**src/rtl/dng_pkg.sv**
```systemverilog
package dng_pkg;

  // Width of the grid dimension fields.
  localparam int unsigned IN_W = 8;

  // Width of the result count, which wraps modulo 2^64.
  localparam int unsigned CNT_W = 64;

  // Default number of cells in the chain, one per grid column.
  localparam int unsigned MAX_DIM_DEF = 255;

  // Data handed from one cell to the next in every cycle.
  typedef struct packed {
    logic             vld;   // a row token is present
    logic             last;  // the token belongs to the last row
    logic [CNT_W-1:0] left;  // value just computed (left of the next cell)
    logic [CNT_W-1:0] diag;  // value of the previous row (above-left)
  } dng_link_t;

  // Control broadcast from the sequencer to every cell.
  typedef struct packed {
    logic            init;  // set the stored column value to one
    logic [IN_W-1:0] m;     // clamped column count of the current item
  } dng_ctrl_t;

endpackage

```
**src/rtl/dng_cell.sv**
```systemverilog
module dng_cell
  import dng_pkg::*;
#(
  parameter int unsigned IDX = 1
) (
  input  logic      clk_i,
  input  logic      rst_ni,
  input  dng_ctrl_t ctrl_i,
  input  dng_link_t link_i,
  output dng_link_t link_o
);

  logic             vld_q;
  logic             last_q;
  logic [CNT_W-1:0] left_q;
  logic [CNT_W-1:0] diag_q;
  logic [CNT_W-1:0] val_q;
  logic [CNT_W-1:0] sum;
  logic             active;

  // A cell beyond the column count only forwards the stream toward the end.
  assign active = (int'(ctrl_i.m) >= int'(IDX));
  assign sum    = link_i.left + link_i.diag + val_q;

  // Token valid and last-row flags.
  always_ff @(posedge clk_i or negedge rst_ni) begin
    if (!rst_ni) begin
      vld_q  <= 1'b0;
      last_q <= 1'b0;
    end else if (ctrl_i.init) begin
      vld_q  <= 1'b0;
      last_q <= 1'b0;
    end else begin
      vld_q  <= link_i.vld;
      last_q <= link_i.vld & link_i.last;
    end
  end

  // Column value of the latest row and the values passed to the neighbor.
  always_ff @(posedge clk_i) begin
    if (ctrl_i.init) begin
      val_q <= CNT_W'(1);
    end else if (link_i.vld) begin
      if (active) begin
        val_q  <= sum;
        left_q <= sum;
        diag_q <= val_q;
      end else begin
        left_q <= link_i.left;
        diag_q <= link_i.diag;
      end
    end
  end

  assign link_o.vld  = vld_q;
  assign link_o.last = last_q;
  assign link_o.left = left_q;
  assign link_o.diag = diag_q;

endmodule

```
**config.mk**
```make
export PLATFORM = sky130hd
export DESIGN_NAME = dng_cell
export DESIGN_NICKNAME = d
export VERILOG_FILES = /design/src/rtl/dng_pkg.sv /design/src/rtl/dng_cell.sv
export SDC_FILE = /design/constraint.sdc
export NUM_CORES = 1
export LEC_CHECK = 0
export BUFFER_PORTS_ARGS = -buffer_cell sky130_fd_sc_hd__buf_2
export CORE_UTILIZATION = 55
export CTS_CLUSTER_SIZE = 12
export DETAILED_ROUTE_END_ITERATION = 8
export PLACE_DENSITY = 0.91
export REMOVE_ABC_BUFFERS = 1
export SLEW_MARGIN = 20
export SYNTH_ARGS = -nofsm -noshare
export SYNTH_HDL_FRONTEND = slang
export SYNTH_SLANG_ARGS = --single-unit
```
**constraint.sdc**
```tcl
create_clock -name clk_i -period 7.2 [get_ports clk_i]
set_input_delay 0.72 -clock clk_i [delete_from_list [all_inputs] [get_ports clk_i]]
set_output_delay 0.72 -clock clk_i [all_outputs]
set_load 0.1 [all_outputs]
```
==> impl_metrics.csv <==
group,metric,value,unit
worst_setup_path,path_buf_inv,1,
global_route,antenna_found_initial,7,
worst_setup_path,worst_ep_required_time,7.52,ns
sta,timing.fmax,233.7,MHz
power,peakVddDrop,0.2992,mV
worst_setup_path,r2r_slack,2.96,ns
worst_setup_path,r2r-end,"val_q[63]",
yosys,async_reset_ff_frac,0.01031,
drt,via_per_inst,5.797,
cts,cts_hold_buf,0,
sta,fin_crit,4.278,ns
worst_setup_path,cp_cell_sequence,"buf_2 -> fa_1 -> ha_1 -> fa_1 -> a211o_1 -> a211oi_2 -> nor3_2 -> o31ai_4 -> a211oi_2 -> o21ai_4 -> o32ai_2 -> a211oi_4 -> mux2i_1 -> mux2_1",
global_route,grt_max_degree,103,
floorplan,dieArea,23910,µm²
worst_setup_path,crit_fanout,5,
cells_and_area,syn_to_final_growth,16.44,%
worst_setup_path,r2r-start,"val_q[1]",
place,dp.final_hpwl,25640,µm
floorplan,start_util,0.5626,
yosys,seq_area_frac_synth,0.4038,
cells_and_area,mostFrequentLayoutCell,"nand2_1",
global_route,first_global_vias,11281,
drt,via_count,11472,
drt,drt-wirelength-per-cell,17.71,µm
cells_and_area,layout_common_cells,"492 x nand2_1, 270 x buf_2, 130 x a21oi_1",
sta,fin_setup_tns,0,ns
cts,path_clk_slew,0.07,ns
drt,dr.first_iter.drc_count,933,
floorplan,die_y,154.6,µm
worst_setup_path,reg2reg_depth,13,
floorplan,rows,55,
place,portBuffers,270,
worst_setup_path,arrival,4.60,ns
cells_and_area,nFillCells,1779,
sta,worst_slew_pin_slew,0.9366,ns
yosys,synthesis.area,12810,µm²
sta,slew_headroom,0.3756,
cells_and_area,nNetsFinal,1915,
global_route,grt_overflow,0,
cts,cts_resized,0,
sta,skew,0.01044,ns
cts,cts_buffers,17,
floorplan,core-area,22780,µm²
power,power_density,562.7,nW/µm²
worst_setup_path,crit_family,"compound AO/OA/AOI/OAI gates",
cts,clk_path_buf_depth,2,
yosys,ys_seq_elements,194,
yosys,yosys_warnings,0,
cells_and_area,final_util,0.6551,
sta,hold_viol,0,
cells_and_area,stdcell_count,1979,
worst_setup_path,end_kind,"register",
worst_hold_path,hold_class,"in2async",
worst_setup_path,crit_slowest_cell,"fa_1",
worst_setup_path,critPathMaxStageDelay,0.49,ns
yosys,synth_area_per_cell,8.968,µm²
sta,setup_violations,0,
worst_setup_path,cp-start-kind,"input pin",
drt,drc,0,
power,p_leak,6.778,nW
drt,drtPass1Iterations,6,
run,maxCapViolCount,0,
cts,h-tree-depth,4,
global_route,grt_pass1_wl,55910,µm
drt,drt_wl_total,35060,µm
cts,cts_root_buf,"clkbuf_16",
cts,cts_setup_buffers,0,
yosys,yosysUniqueCellTypes,70,
sta,finalCritPeriodShare,0.5942,
sta,fin_ws,2.922,ns
sta,maxSlewViolCount,0,
yosys,synth_edf_count,128,
place,place_ws,2.498,ns
worst_setup_path,critPathKind,"in2reg",
floorplan,ioPinCount,271,
worst_setup_path,worst-path-stages,14,
global_route,grt_use_total,0.2948,
sta,holdWs,0.05093,ns
floorplan,fp.dieW,154.6,µm
cts,cts.sinks,194,
place,dpl.cell_count,1942,
place,place.gp.congestion,0.8735,
cts,cts_tree,"done",
status,outcome,"completed",
sta,rsz0062_at_grt,"no",
cells_and_area,drive_above_1_share,0.1981,
cts,clk_latency,0.44,ns
drt,drtAntennaViolNets,0,
yosys,synthFlopType,"edfxtp_1",
yosys,syn_inst,1429,
cells in the mapped netlist, drive strengths merged (17+ instances only):
cell type,n,area share
nand2,494,0.14
a21oi,130,0.051
edfxtp,128,0.30
dfxtp,64,0.10
fa,64,0.10
ha,62,0.061
clkbuf,57,0.017
nor2,51,0.015
o21ai,49,0.020
a21o,36,0.021
xnor2,35,0.024
xor2,24,0.016
inv,22,0.0064
nand4,22,0.011
buf,19,0.0069
a31oi,17,0.0083
cell type report:
cell class / instances / area (µm²) / area share
tap: 313 / 391.6 / 0.02625
timing repair buffer: 276 / 1409 / 0.09442
sequential: 194 / 5175 / 0.3468
clock inverter: 13 / 142.6 / 0.009559
inverter: 22 / 82.58 / 0.005534
multi-input combinational: 1137 / 7276 / 0.4876
antenna: 5 / 12.51 / 0.0008385
clock buffer: 19 / 432.9 / 0.02901
stage by stage:
step	cell area, µm²	power [mW]
after floorplan	12510	6.231
after global placement	14330	7.197
after detailed placement	14330	7.353
after CTS	14910	8.329
after global routing	14920	8.917
final	14920	8.396
power breakdown:
part / switching [mW] / internal (mW) / leakage, nW
Clock: 0.470 / 0.493 / 0.276
Combinational: 3.82 / 1.65 / 4.73
Sequential: 0.205 / 1.75 / 1.77
metal layers:
layer / global-route usage / wire length, µm / vias up
met2: 0.4924 / 16830 / 600
li1: - / - / 5384
met3: 0.04623 / 2744 / 97
met4: 0.1334 / 1158 / 4
met5: 0 / 23 / -
met1: 0.3786 / 14300 / 5387
kinds of logic (layout without fill, tap and decap cells):
logic type                 Yosys count  in the layout  synth area share
adders and majority gates          126            126            0.1605
other                                0              5                 0
AOI/OAI and AO/OA                  311            311            0.1548
xor gates and xnor gates            60             60           0.04208
DFF                                194            194            0.4038
and+or+nand+nor                    636            636            0.2055
muxes                                4              4          0.003222
buffers and inverters               98            330           0.03007
sequential cells by signal, indices dropped and copies added, names as in the netlist:
| register | flops |
|---|---|
| diag_q | 64 |
| left_q | 64 |
| last_q | 1 |
| val_q | 64 |
| vld_q | 1 |
worst max-delay path by stage:
| stage | slack, ns | startpoint | to |
|---|---|---|---|
| CTS | 2.94 | link_i[1] | val_q[63] |
| global placement | 2.63 | link_i[1] | val_q[63] |
| floorplan | 0.03 | ctrl_i[8] | vld_q |
| global route | 2.78 | link_i[1] | left_q[57] |
| finish | 2.92 | link_i[1] | val_q[63] |
| detailed placement | 2.50 | link_i[1] | val_q[63] |
Power figures use the tool's default switching activity.
